<file path="config.mk">
export PLATFORM = sky130hd
export DESIGN_NAME = stepper_phase_sequencer
export DESIGN_NICKNAME = d
export VERILOG_FILES = /design/src/rtl/sps_pkg.sv /design/src/rtl/stepper_phase_sequencer.sv
export SDC_FILE = /design/constraint.sdc
export NUM_CORES = 1
export LEC_CHECK = 0
export ABC_AREA = 1
export BUFFER_PORTS_ARGS = -buffer_cell sky130_fd_sc_hd__buf_2
export CAP_MARGIN = 10
export CORE_UTILIZATION = 50
export DETAILED_ROUTE_END_ITERATION = 6
export PLACE_DENSITY = 0.73
export SLEW_MARGIN = 30
export SYNTH_ARGS = -nofsm -noshare
export SYNTH_HDL_FRONTEND = slang
export SYNTH_SLANG_ARGS = --single-unit
</file>
<file path="constraint.sdc">
create_clock -name clock -period 11.6 [get_ports clock]
set_input_delay 1.16 -clock clock [delete_from_list [all_inputs] [get_ports clock]]
set_output_delay 1.16 -clock clock [all_outputs]
set_load 0.02 [all_outputs]
</file>
<file path="src/rtl/sps_pkg.sv">
// Shared types, codes and phase-ring helpers for the stepper phase sequencer.
`default_nettype none
package sps_pkg;

   localparam int TIMER_BITS  = 20;
   localparam int PERIOD_BITS = 20;
   localparam logic [PERIOD_BITS-1:0] PERIOD_RESET = PERIOD_BITS'(2000);
   localparam logic [TIMER_BITS-1:0]  TIMER_MAX    = {TIMER_BITS{1'b1}};
   localparam logic [2:0] RING_MASK = 3'h7;

   localparam logic [1:0] CMD_TICK = 2'd0;
   localparam logic [1:0] CMD_STEP = 2'd1;
   localparam logic [1:0] CMD_OFF  = 2'd2;

   localparam logic [1:0] MODE_WAVE = 2'd0;
   localparam logic [1:0] MODE_HALF = 2'd1;

   localparam logic [1:0] DIR_NONE = 2'b00;

   localparam logic [1:0] STATUS_DONE  = 2'd0;
   localparam logic [1:0] STATUS_EARLY = 2'd1;
   localparam logic [1:0] STATUS_BUSY  = 2'd2;

   typedef struct packed {
      logic [3:0] windings;
      logic [2:0] phase;
      logic       powered;
      logic [1:0] status;
   } rsp_type;

   // coil drive for each ring position: A, AB, B, BC, C, CD, D, DA
   function automatic logic [3:0] coil_of_phase(input logic [2:0] p);
      logic [3:0] c;
      case (p)
         3'd0: c = 4'h1;
         3'd1: c = 4'h3;
         3'd2: c = 4'h2;
         3'd3: c = 4'h6;
         3'd4: c = 4'h4;
         3'd5: c = 4'hC;
         3'd6: c = 4'h8;
         3'd7: c = 4'h9;
         default: c = 4'h0;
      endcase
      return c;
   endfunction

   // wave lands on even positions, full on odd ones, half moves by one
   function automatic logic [2:0] next_phase(input logic [2:0] p, input logic [1:0] mode,
                                             input logic fwd);
      logic [2:0] step;
      logic [2:0] n;
      if (mode == MODE_WAVE) begin
         step = 3'd2 - {2'b00, p[0]};
      end else if (mode == MODE_HALF) begin
         step = 3'd1;
      end else begin
         step = 3'd1 + {2'b00, p[0]};
      end
      n = fwd ? (p + step) : (p - step);
      return n & RING_MASK;
   endfunction

endpackage
`default_nettype wire

</file>
<file path="src/rtl/stepper_phase_sequencer.sv">
// Stepper phase sequencer: phase ring, step timer, pending command and result buffer.
// Results are registered: each reaches the rsp_ ports through the output register or the skid entry.
// Throughput: one item per cycle while req_ready is high; state updates in the cycle of the transfer.
// A two-entry result buffer (output register plus skid) lets items keep coming while a
// result waits; req_ready drops only while both entries are full.
// Reset (sync, active high): phase A, coils off, timer, pending, buffer clear, period 2000.
`default_nettype none
module stepper_phase_sequencer
   import sps_pkg::*;
(
   input  wire logic                   clock,
   input  wire logic                   reset,
   input  wire logic                   csr_wr_en,
   input  wire logic [PERIOD_BITS-1:0] csr_wr_data,
   input  wire logic                   req_valid,
   output logic                        req_ready,
   input  wire logic [1:0]             req_cmd,
   input  wire logic [1:0]             req_step_mode,
   input  wire logic signed [1:0]      req_direction,
   input  wire logic                   req_wait_req,
   output logic                        rsp_valid,
   input  wire logic                   rsp_ready,
   output logic [3:0]                  rsp_windings,
   output logic [2:0]                  rsp_phase,
   output logic                        rsp_powered,
   output logic [1:0]                  rsp_status
);

   logic [PERIOD_BITS-1:0] min_period_ff;
   logic [2:0]             phase_ff, phase_in;
   logic                   power_ff, power_in;
   logic [TIMER_BITS-1:0]  elapsed_ff, elapsed_in;
   logic                   pend_valid_ff, pend_valid_in;
   logic [1:0]             pend_mode_ff, pend_mode_in;
   logic [1:0]             pend_dir_ff, pend_dir_in;

   rsp_type head_ff, head_in, skid_ff, skid_in;
   logic    head_valid_ff, head_valid_in;
   logic    skid_valid_ff, skid_valid_in;

   logic                  accept;
   logic                  pop;
   logic                  res_valid;
   logic [1:0]            res_status;
   rsp_type               res;
   logic [TIMER_BITS-1:0] elapsed_inc;
   logic                  period_met;
   logic                  app_en;
   logic [1:0]            app_mode;
   logic [1:0]            app_dir;

   assign req_ready = !skid_valid_ff;
   assign accept    = req_valid && req_ready;
   assign pop       = head_valid_ff && rsp_ready;

   assign elapsed_inc = (elapsed_ff == TIMER_MAX) ? elapsed_ff : elapsed_ff + TIMER_BITS'(1);
   assign period_met  = ({{(32-TIMER_BITS){1'b0}}, elapsed_ff} >=
                         {{(32-PERIOD_BITS){1'b0}}, min_period_ff});

   // command decode and state update
   always_comb begin
      phase_in      = phase_ff;
      power_in      = power_ff;
      elapsed_in    = elapsed_ff;
      pend_valid_in = pend_valid_ff;
      pend_mode_in  = pend_mode_ff;
      pend_dir_in   = pend_dir_ff;
      res_valid     = 1'b0;
      res_status    = STATUS_DONE;
      app_en        = 1'b0;
      app_mode      = req_step_mode;
      app_dir       = req_direction;
      if (accept) begin
         case (req_cmd)
            CMD_TICK: begin
               elapsed_in = elapsed_inc;
               if (pend_valid_ff && ({{(32-TIMER_BITS){1'b0}}, elapsed_inc} >=
                                     {{(32-PERIOD_BITS){1'b0}}, min_period_ff})) begin
                  pend_valid_in = 1'b0;
                  app_en        = 1'b1;
                  app_mode      = pend_mode_ff;
                  app_dir       = pend_dir_ff;
                  res_valid     = 1'b1;
               end
            end
            CMD_STEP: begin
               if (pend_valid_ff) begin
                  res_valid  = 1'b1;
                  res_status = STATUS_BUSY;
               end else if (req_direction == DIR_NONE && power_ff) begin
                  res_valid = 1'b1;
               end else if (period_met) begin
                  app_en    = 1'b1;
                  res_valid = 1'b1;
               end else if (req_wait_req) begin
                  pend_valid_in = 1'b1;
                  pend_mode_in  = req_step_mode;
                  pend_dir_in   = req_direction;
               end else begin
                  res_valid  = 1'b1;
                  res_status = STATUS_EARLY;
               end
            end
            CMD_OFF: begin
               res_valid = 1'b1;
               if (pend_valid_ff) begin
                  res_status = STATUS_BUSY;
               end else begin
                  power_in   = 1'b0;
                  elapsed_in = '0;
               end
            end
            default: begin
               // unused command: drop
            end
         endcase
         if (app_en) begin
            if (app_dir == DIR_NONE) begin
               if (!power_ff) begin
                  power_in   = 1'b1;
                  elapsed_in = '0;
               end
            end else begin
               phase_in   = next_phase(phase_ff, app_mode, !app_dir[1]);
               power_in   = 1'b1;
               elapsed_in = '0;
            end
         end
      end
      res.windings = power_in ? coil_of_phase(phase_in) : 4'h0;
      res.phase    = phase_in;
      res.powered  = power_in;
      res.status   = res_status;
   end

   // result buffer: head register with one skid entry behind it
   always_comb begin
      head_in       = head_ff;
      head_valid_in = head_valid_ff;
      skid_in       = skid_ff;
      skid_valid_in = skid_valid_ff;
      if (pop) begin
         if (skid_valid_ff) begin
            head_in       = skid_ff;
            skid_valid_in = 1'b0;
         end else if (res_valid) begin
            head_in = res;
         end else begin
            head_valid_in = 1'b0;
         end
      end else if (res_valid) begin
         if (!head_valid_ff) begin
            head_in       = res;
            head_valid_in = 1'b1;
         end else begin
            skid_in       = res;
            skid_valid_in = 1'b1;
         end
      end
   end

   always_ff @(posedge clock) begin
      if (reset) begin
         min_period_ff <= PERIOD_RESET;
         phase_ff      <= '0;
         power_ff      <= 1'b0;
         elapsed_ff    <= '0;
         pend_valid_ff <= 1'b0;
         pend_mode_ff  <= '0;
         pend_dir_ff   <= '0;
         head_valid_ff <= 1'b0;
         skid_valid_ff <= 1'b0;
      end else begin
         if (csr_wr_en) begin
            min_period_ff <= csr_wr_data;
         end
         phase_ff      <= phase_in;
         power_ff      <= power_in;
         elapsed_ff    <= elapsed_in;
         pend_valid_ff <= pend_valid_in;
         pend_mode_ff  <= pend_mode_in;
         pend_dir_ff   <= pend_dir_in;
         head_valid_ff <= head_valid_in;
         skid_valid_ff <= skid_valid_in;
      end
   end

   always_ff @(posedge clock) begin
      head_ff <= head_in;
      skid_ff <= skid_in;
   end

   assign rsp_valid    = head_valid_ff;
   assign rsp_windings = head_ff.windings;
   assign rsp_phase    = head_ff.phase;
   assign rsp_powered  = head_ff.powered;
   assign rsp_status   = head_ff.status;

`ifndef SYNTHESIS
   a_skid_behind_head: assert property (@(posedge clock) disable iff (reset)
      skid_valid_ff |-> head_valid_ff)
      else $error("skid entry held with empty output register");

   a_pending_power_on_unpowered: assert property (@(posedge clock) disable iff (reset)
      (pend_valid_ff && pend_dir_ff == DIR_NONE) |-> !power_ff)
      else $error("pending power-on held while coils are on");

   a_off_clears_power: assert property (@(posedge clock) disable iff (reset)
      (accept && req_cmd == CMD_OFF && !pend_valid_ff) |=> !power_ff)
      else $error("power off did not clear the coils");

   a_unpowered_windings_zero: assert property (@(posedge clock) disable iff (reset)
      (head_valid_ff && !head_ff.powered) |-> (head_ff.windings == 4'h0))
      else $error("windings driven while unpowered");

   a_busy_keeps_state: assert property (@(posedge clock) disable iff (reset)
      (accept && pend_valid_ff && (req_cmd == CMD_STEP || req_cmd == CMD_OFF))
      |=> ($stable(phase_ff) && $stable(power_ff) && pend_valid_ff))
      else $error("busy command changed the sequencer state");
`endif

endmodule
`default_nettype wire

</file>
==> flow_summary.toml, run 1 <==
[pwr]
p_leak_nw = 2.51
powerDensity_nw_per_um2 = 110
ir_drop_mv = 0.0532

[final_layout]
multi_input_area_um2 = 2850
drive_above_1_share = 0.147
stdcell_area_um2 = 5470
fillers = 922
num_antenna_cells = 0
area_growth_syn_to_layout_pct = 10.1
fin_nets = 791
regArea_um2 = 1620

[yosys]
syn_inst = 674
synth.net_count = 754
synth_edf_count = 20
synth_top_area_cell = "dfxtp_1"
synth_mux_area_frac = 0
synth_ff_type = "dfxtp_1"
synth_top_area_share = 0.205
ys_ff_latch = 71
yosys-top-cells-area = "dfxtp_1 21%, edfxtp_1 12%, ha_1 12%"
synth_xor_area_frac = 0.0211
synth-adder-area-share = 0.122
yosys_warnings = 0
yosysUniqueCellTypes = 42
synth_most_common_cell = "nand2_1"
synthSimpleGateAreaFrac = 0.257
yosys-top-cells-count = "116 x nand2_1, 108 x inv_1, 66 x nor2_1"
syn_avg_cell_area_um2 = 7.37
async_reset_ff_frac = 0
synth_compound_area_frac = 0.174
synth_top_family_by_area = "simple AND/OR/NAND/NOR gates"
synth_area_um2 = 4970
yosysSeqAreaShare = 0.326

[placement]
gp_congestion = 0.917
numPortBuffers = 43
hpwl_um = 9690
place_area_um2 = 5290
dp_slack_ps = 6280

[floorplanning]
die_x_um = 102
coreArea_um2 = 9680
start_util = 0.513
io_pins = 44
die_h_um = 102
std_cell_rows = 36
die_area_um2 = 10300

[clocking]
cts_resized = 0
clk_latency_ps = 360
cts_setup_buffers = 0
clock_sinks = 71
cts.htree.levels = 3
cts_buffers = 9
root_buffer = "clkbuf_8"
postCtsHoldBufs = 0
tritoncts = "yes"
clockBufferDepth = 2
clk_pin_slew_ps = 100

[drt]
route.detailed.drc = 0
first_iter_violations = 299
post_drt_wl_per_cell_um = 14.8
wirelength_um = 12600
ant_nets = 0
highest_layer = "met4"
met3WireLength_um = 579
firstDrtPassIters = 5
wl_met1_um = 5300
vias_per_cell = 5.40
vias = 4586
wl_met2_um = 6310

[grt]
grt_pass1_wl_um = 20900
grt_max_degree = 28
grt_overflow_total = 0
grt_pass1_vias = 4533
antenna_found_initial = 0
track_usage = 0.261

[sta]
grt_setup_unrepaired = "false"
setup_viol = 0
fmax_ghz = 0.185
hold_violations = 0
timing.hold.ws_ps = 503
slew_headroom = 0.419
fin_ws_ps = 6180
post-route-min-period_ps = 5420
worst_pin_slew_ps = 868
drv_slew = 0
period_share = 0.467
fin_setup_tns_ps = 0
finClkSkew_ps = 9.24

[setup_path]
required_ps = 11720
r2r_slack_ps = 6180
crit_start = "elapsed_ff[2]"
path_class = "reg2reg"
cp_max_fo = 7
cpMaxStageDelayCell = "dfxtp_1"
max_stage_delay_ps = 470
worstSetupEndpointType = "flop"
rr_startpoint = "elapsed_ff[2]"
crit_arrival_ps = 5540
crit_path_start_kind = "flop"

[worst_hold_path]
hold_path_class = "reg2reg"
min_from = "pend_mode_ff[1]"

[job]
cap_violations = 0

[run_status]
outcome = "finished, final reports clean"
[critical path, delay by kind of cell (launching register included)]
kind | cells | cell delay (ps)
buffers and inverters | 2 | 230
AO/OA/AOI/OAI | 2 | 180
XOR/XNOR | 1 | 150
flip-flops | 1 | 470
AND/OR/NAND/NOR | 26 | 3110
adder cells (fa/ha/maj) | 3 | 1020
[metal layers]
metal / global-route usage / vias up
met5: 0 / -
met4: 0.124 / 0
met3: 0.0400 / 28
met2: 0.467 / 127
met1: 0.305 / 2110
li1: - / 2321
[through the flow]
stage | power (W) | cells | util
6_report | 0.000602 | 849 | 0.565
5_1_grt | 0.000636 | 849 | 0.565
4_1_cts | 0.000605 | 849 | 0.565
3_5_place_dp | 0.000409 | 833 | 0.546
3_3_place_gp | 0.000404 | 833 | 0.546
2_1_floorplan | 0.000374 | 674 | -
[path summary, 6_finish.rpt]
kind                      to  cells after the start
max          rsp_windings[0]                     34
min          pend_mode_ff[1]                      2
max reg2reg  rsp_windings[0]                     34
min reg2reg  pend_mode_ff[1]                      2
[registers in the layout, summed over array words and instances, names as in the netlist, 2 cells and up]
| name | cells |
|---|---|
| pend_mode_ff | 2 |
| phase_ff | 3 |
| min_period_ff | 20 |
| pend_dir_ff | 2 |
| rsp_windings | 4 |
| skid_ff | 10 |
| rsp_phase | 3 |
| elapsed_ff | 20 |
| rsp_status | 2 |
[power breakdown]
group | switching (W) | total [W] | internal, W
Clock | 0.000116 | 0.000198 | 0.0000821
Combinational | 0.0000824 | 0.000127 | 0.0000441
Sequential | 0.0000116 | 0.000278 | 0.000267
[cell usage in the layout (no fill, tap or decap), types with 2 or more instances in the layout]
cell type,n
a21oi_1,58
a221oi_2,7
a31oi_1,7
buf_2,43
clkbuf_8,9
clkinvlp_4,3
dfxtp_1,51
edfxtp_1,20
ha_1,47
inv_1,108
inv_2,4
inv_6,2
inv_8,2
nand2_1,116
nand2_2,9
nand2_4,9
nand3_1,29
nand3_2,2
nand3b_1,2
nand4_1,9
nor2_1,66
nor2_2,8
nor2_4,2
nor3_1,16
nor4_1,2
o2111ai_1,3
o211ai_1,5
o21ai_0,44
o311ai_0,5
o311ai_1,4
xor2_1,11
[cell type report]
type	instances	share of cell area
clock buffer	9	0.0226
clock inverter	7	0.0114
inverter	114	0.0784
multi-input combinational	472	0.521
sequential	71	0.296
tap	133	0.0304
timing repair buffer	43	0.0393
[kinds of logic after synthesis]
| logic type | Yosys count |
|---|---|
| adder cells (fa/ha/maj) | 48 |
| flip-flops | 71 |
| AO/OA/AOI/OAI | 140 |
| XOR/XNOR | 12 |
| buffers and inverters | 131 |
| AND/OR/NAND/NOR | 272 |
Power figures use the tool's default switching activity.
==> run 2, diff against run 1 <==
--- a/config.mk
+++ b/config.mk
@@ -10,7 +10,7 @@
 export CAP_MARGIN = 10
 export CORE_UTILIZATION = 50
 export DETAILED_ROUTE_END_ITERATION = 6
-export PLACE_DENSITY = 0.73
+export PLACE_DENSITY = 0.75
 export SLEW_MARGIN = 30
 export SYNTH_ARGS = -nofsm -noshare
 export SYNTH_HDL_FRONTEND = slang
==> constraint.sdc (replaced) <==
create_clock -name clock -period 4.71 [get_ports clock]
set_input_delay 0.471 -clock clock [delete_from_list [all_inputs] [get_ports clock]]
set_output_delay 0.471 -clock clock [all_outputs]
set_load 0.02 [all_outputs]
==> run 2 against run 1 <==
  * Critical endpoint is now rsp_windings[1]
  * The run now ends with negative setup slack left
  * Register-to-register slack got worse by 6400 ps
  * Wire length increased by 15%
  * Flip-flop and latch count unchanged
  * Sequential power increased by 140%
  * Clock skew increased by 1.8 ps
  * Via count increased by 9.1%
  * Worst hold slack got worse by 200 ps
  * Critical path type unchanged
  * Largest power group unchanged
==> flow_summary.toml, run 2 (synthesized netlist as in run 1, its figures left out) <==
[final_layout]
drive_above_1_share = 0.317
reg_top3 = "elapsed_ff x20, min_period_ff x20, skid_ff x10"
fin_util = 0.661
final_cell_mix = "99 x inv_1, 97 x nand2_1, 71 x buf_4"
mostFrequentLayoutCell = "inv_1"
fin_nets = 868
fillers = 825
num_antenna_cells = 0
area_growth_syn_to_layout_pct = 28.9

[worst_hold_path]
hold_path_class = "in2reg"

[sta]
post-route-min-period_ps = 4900
drv_slew = 0
hold_violations = 0
fmax_ghz = 0.204
grt_setup_unrepaired = "true"
fin_ws_ps = -192
worst_pin_slew_ps = 829
setup_viol = 11
period_share = 1.04
finClkSkew_ps = 11.0
slew_headroom = 0.447

[clocking]
clk_pin_slew_ps = 90
cts_buffers = 9
clock_sinks = 71
clockBufferDepth = 2
tritoncts = "yes"
root_buffer = "clkbuf_8"
clk_latency_ps = 380
postCtsHoldBufs = 0
cts.htree.levels = 3

[floorplanning]
io_pins = 44
coreArea_um2 = 9680
start_util = 0.513
die_h_um = 102
die_x_um = 102
std_cell_rows = 36
die_area_um2 = 10300

[setup_path]
crit_top_cell = "nand2_4"
cp_max_fo = 4
required_ps = 4940
crit_path_start_kind = "flop"
path_class = "reg2reg"
worstSetupEndpointType = "flop"
crit_arrival_ps = 5130
cpMaxStageDelayCell = "dfxtp_1"
max_stage_delay_ps = 380

[placement]
hpwl_um = 10400
numPortBuffers = 43
gp_congestion = 1.00
dp_slack_ps = -455

[job]
cap_violations = 0

[pwr]
powerDensity_nw_per_um2 = 247
p_leak_nw = 2.95
ir_drop_mv = 0.137

[drt]
vias_per_cell = 5.40
vias = 5004
wirelength_um = 14500
post_drt_wl_per_cell_um = 15.7
route.detailed.drc = 0
first_iter_violations = 253
firstDrtPassIters = 5
ant_nets = 0

[run_status]
violations = "negative setup slack"
outcome = "complete, but fails checks"

[grt]
grt_pass1_vias = 4832
grt_max_degree = 28
track_usage = 0.286
grt_pass1_wl_um = 22500
grt_overflow_total = 0
antenna_found_initial = 0
==> run 2: layout make-up <==
cell class	count	area (um2)	share of cell area
clock inverter	7	62.6	0.00977
clock buffer	9	124	0.0193
timing repair buffer	120	816	0.127
multi-input combinational	472	3170	0.496
tap	133	166	0.0260
inverter	114	434	0.0678
sequential	71	1630	0.254
==> run 2: routing by layer <==
| layer | wire (um) | global-route usage | vias up | part of all wire |
|---|---|---|---|---|
| met4 | 486 | 0.142 | 0 | 0.033 |
| met5 | 0 | 0 | - | 0 |
| li1 | - | - | 2472 | - |
| met2 | 7460 | 0.515 | 139 | 0.51 |
| met1 | 5880 | 0.332 | 2358 | 0.40 |
| met3 | 692 | 0.0386 | 35 | 0.048 |
==> run 2: repair_timing <==
action,in CTS,in global routing
setup buffers,12,11
setup endpoints to repair,14,14
pin swaps,33,49
endpoints found under the hold margin,0,0
resized for setup,35,63
==> run 2: metrics by stage <==
| stage | total power, W | TNS, ps | cells | cell area [um2] | hold WS, ps |
|---|---|---|---|---|---|
| 2_1_floorplan | 0.000920 | 0 | 674 | 4970 | 456 |
| 3_3_place_gp | 0.00103 | -3170 | 889 | 5710 | 475 |
| 3_5_place_dp | 0.00104 | -4300 | 889 | 5710 | 481 |
| 4_1_cts | 0.00155 | -721 | 917 | 6100 | 287 |
| 5_1_grt | 0.00165 | -3810 | 926 | 6400 | 314 |
| 6_report | 0.00158 | -1250 | 926 | 6400 | 298 |
==> run 2: worst max-delay path, delay by kind of cell (launching register included) <==
family,cells,cell delay [ps]
buffers and inverters,2,150
AO/OA/AOI/OAI,1,50
adder cells (fa/ha/maj),3,900
flip-flops,1,380
XOR/XNOR,1,150
AND/OR/NAND/NOR,28,3090
==> run 2: power breakdown <==
| part | internal (W) | total (W) | switching, W |
|---|---|---|---|
| registers | 0.000657 | 0.000675 | 0.0000176 |
| clock network | 0.000202 | 0.000481 | 0.000279 |
| logic | 0.000168 | 0.000424 | 0.000257 |
| total | 0.00103 | 0.00158 | 0.000553 |
==> run 2: worst paths after layout <==
path             startpoint          endpoint  slack (ps)  depth (start not counted)
max           elapsed_ff[7]   rsp_windings[1]        -190                         35
min          csr_wr_data[7]  min_period_ff[7]         300                          3
max reg2reg   elapsed_ff[7]   rsp_windings[1]        -190                         35
min reg2reg  pend_dir_ff[0]    pend_dir_ff[0]         500                          2
==> run 3, diff against run 2 <==
--- a/config.mk
+++ b/config.mk
@@ -15,3 +15,4 @@
 export SYNTH_ARGS = -nofsm -noshare
 export SYNTH_HDL_FRONTEND = slang
 export SYNTH_SLANG_ARGS = --single-unit
+export TNS_END_PERCENT = 1
==> run 3 against run 2 <==
  * Clock-buffer cell count stayed put
  * Die area stayed put
  * Largest cell class unchanged
  * Core utilization is 0.34 points lower
  * The run still ends with negative setup slack left
  * Largest power group unchanged
==> flow_summary.toml, run 3 (synthesized netlist as in run 1, its figures left out) <==
[clocking]
cts_buffers = 9
clk_pin_slew_ps = 90
clk_latency_ps = 380
cts.htree.levels = 3
clock_sinks = 71
clockBufferDepth = 2
root_buffer = "clkbuf_8"
postCtsHoldBufs = 0
tritoncts = "yes"

[setup_path]
worstSetupEndpointType = "flop"
crit_top_cell = "nor2_4"
rr_startpoint = "elapsed_ff[2]"
reg2regPathDepth = 34
crit_path_start_kind = "flop"
crit_arrival_ps = 4990
cp_max_fo = 5
cpMaxStageDelayCell = "fa_2"
crit_start = "elapsed_ff[2]"
path_class = "reg2reg"
max_stage_delay_ps = 540
r2r_slack_ps = -160
required_ps = 4840

[floorplanning]
die_x_um = 102
std_cell_rows = 36
coreArea_um2 = 9680
io_pins = 44
die_area_um2 = 10300
start_util = 0.513
die_h_um = 102

[sta]
fin_ws_ps = -156
drv_slew = 0
finClkSkew_ps = 10.9
post-route-min-period_ps = 4870
worst_pin_slew_ps = 799
period_share = 1.03
grt_setup_unrepaired = "true"
hold_violations = 0
fmax_ghz = 0.206
setup_viol = 9
slew_headroom = 0.467
timing.hold.ws_ps = 301

[grt]
grt_pass1_vias = 4831
track_usage = 0.286
antenna_found_initial = 0
grt_pass1_wl_um = 22500
grt_overflow_total = 0
grt_max_degree = 28

[final_layout]
fin_util = 0.658
area_growth_syn_to_layout_pct = 28.2
fin_nets = 867
mostFrequentLayoutCell = "inv_1"
reg_top3 = "elapsed_ff x20, min_period_ff x20, skid_ff x10"
final_cell_mix = "99 x inv_1, 98 x nand2_1, 71 x buf_4"
drive_above_1_share = 0.313
stdcell_area_um2 = 6370
num_antenna_cells = 0

[worst_hold_path]
hold_path_class = "in2reg"
hold_depth = 3
min_from = "csr_wr_data[7]"

[run_status]
violations = "negative setup slack"
outcome = "complete, but fails checks"

[drt]
route.detailed.drc = 0
first_iter_violations = 274
post_drt_wl_per_cell_um = 15.5
vias_per_cell = 5.39
firstDrtPassIters = 5
ant_nets = 0
vias = 4988
wirelength_um = 14300

[placement]
place_area_um2 = 5710
hpwl_um = 10400
numPortBuffers = 43
gp_congestion = 1.00

[job]
cap_violations = 0

[pwr]
powerDensity_nw_per_um2 = 247
p_leak_nw = 2.94
ir_drop_mv = 0.137
## run 3: final cells by class
cell class / instances / area, um2
Clock buffer: 9 / 124
Tap cell: 133 / 166
Multi-Input combinational cell: 472 / 3150
Clock inverter: 7 / 62.6
Inverter: 114 / 432
Timing Repair Buffer: 119 / 805
Sequential cell: 71 / 1630
Fill cell: 828 / 3310
## run 3: final timing paths
path                       to
min reg2reg    pend_dir_ff[0]
min          min_period_ff[7]
max           rsp_windings[3]
max reg2reg   rsp_windings[3]
## run 3: what timing repair did
action | in CTS | in global routing
resized for setup | 34 | 57
hold endpoints to repair | 0 | 0
buffers inserted | 12 | 8
pin swaps | 34 | 48
setup endpoints to repair | 14 | 14
## run 3: power by group
group | internal (W) | total, W | switching (W)
registers | 0.000657 | 0.000675 | 0.0000177
clock network | 0.000202 | 0.000480 | 0.000278
logic | 0.000165 | 0.000418 | 0.000253
total | 0.00102 | 0.00157 | 0.000549
## run 3: layer usage
metal | up-vias | part of all wire | global-route usage
li1 | 2473 | - | -
met1 | 2331 | 0.40 | 0.332
met2 | 143 | 0.52 | 0.515
met3 | 41 | 0.048 | 0.0386
met4 | 0 | 0.035 | 0.142
met5 | - | 0 | 0
## run 3: worst max-delay path, delay by kind of cell, from the launching register on
kind,cells,cell delay (ps)
compound gates,2,140
xor+xnor,1,150
fa+ha+maj,3,1060
buf+inv,3,160
flops,1,360
simple gates,25,2690
## run 3: through the flow
stage | setup slack, ps | setup TNS [ps] | power [W] | instances
floorplan | 55.6 | 0 | 0.000920 | 674
global placement | -357 | -3170 | 0.00103 | 889
detailed placement | -455 | -4300 | 0.00104 | 889
CTS | -118 | -724 | 0.00155 | 917
global route | -382 | -3750 | 0.00165 | 925
finish | -156 | -953 | 0.00157 | 925
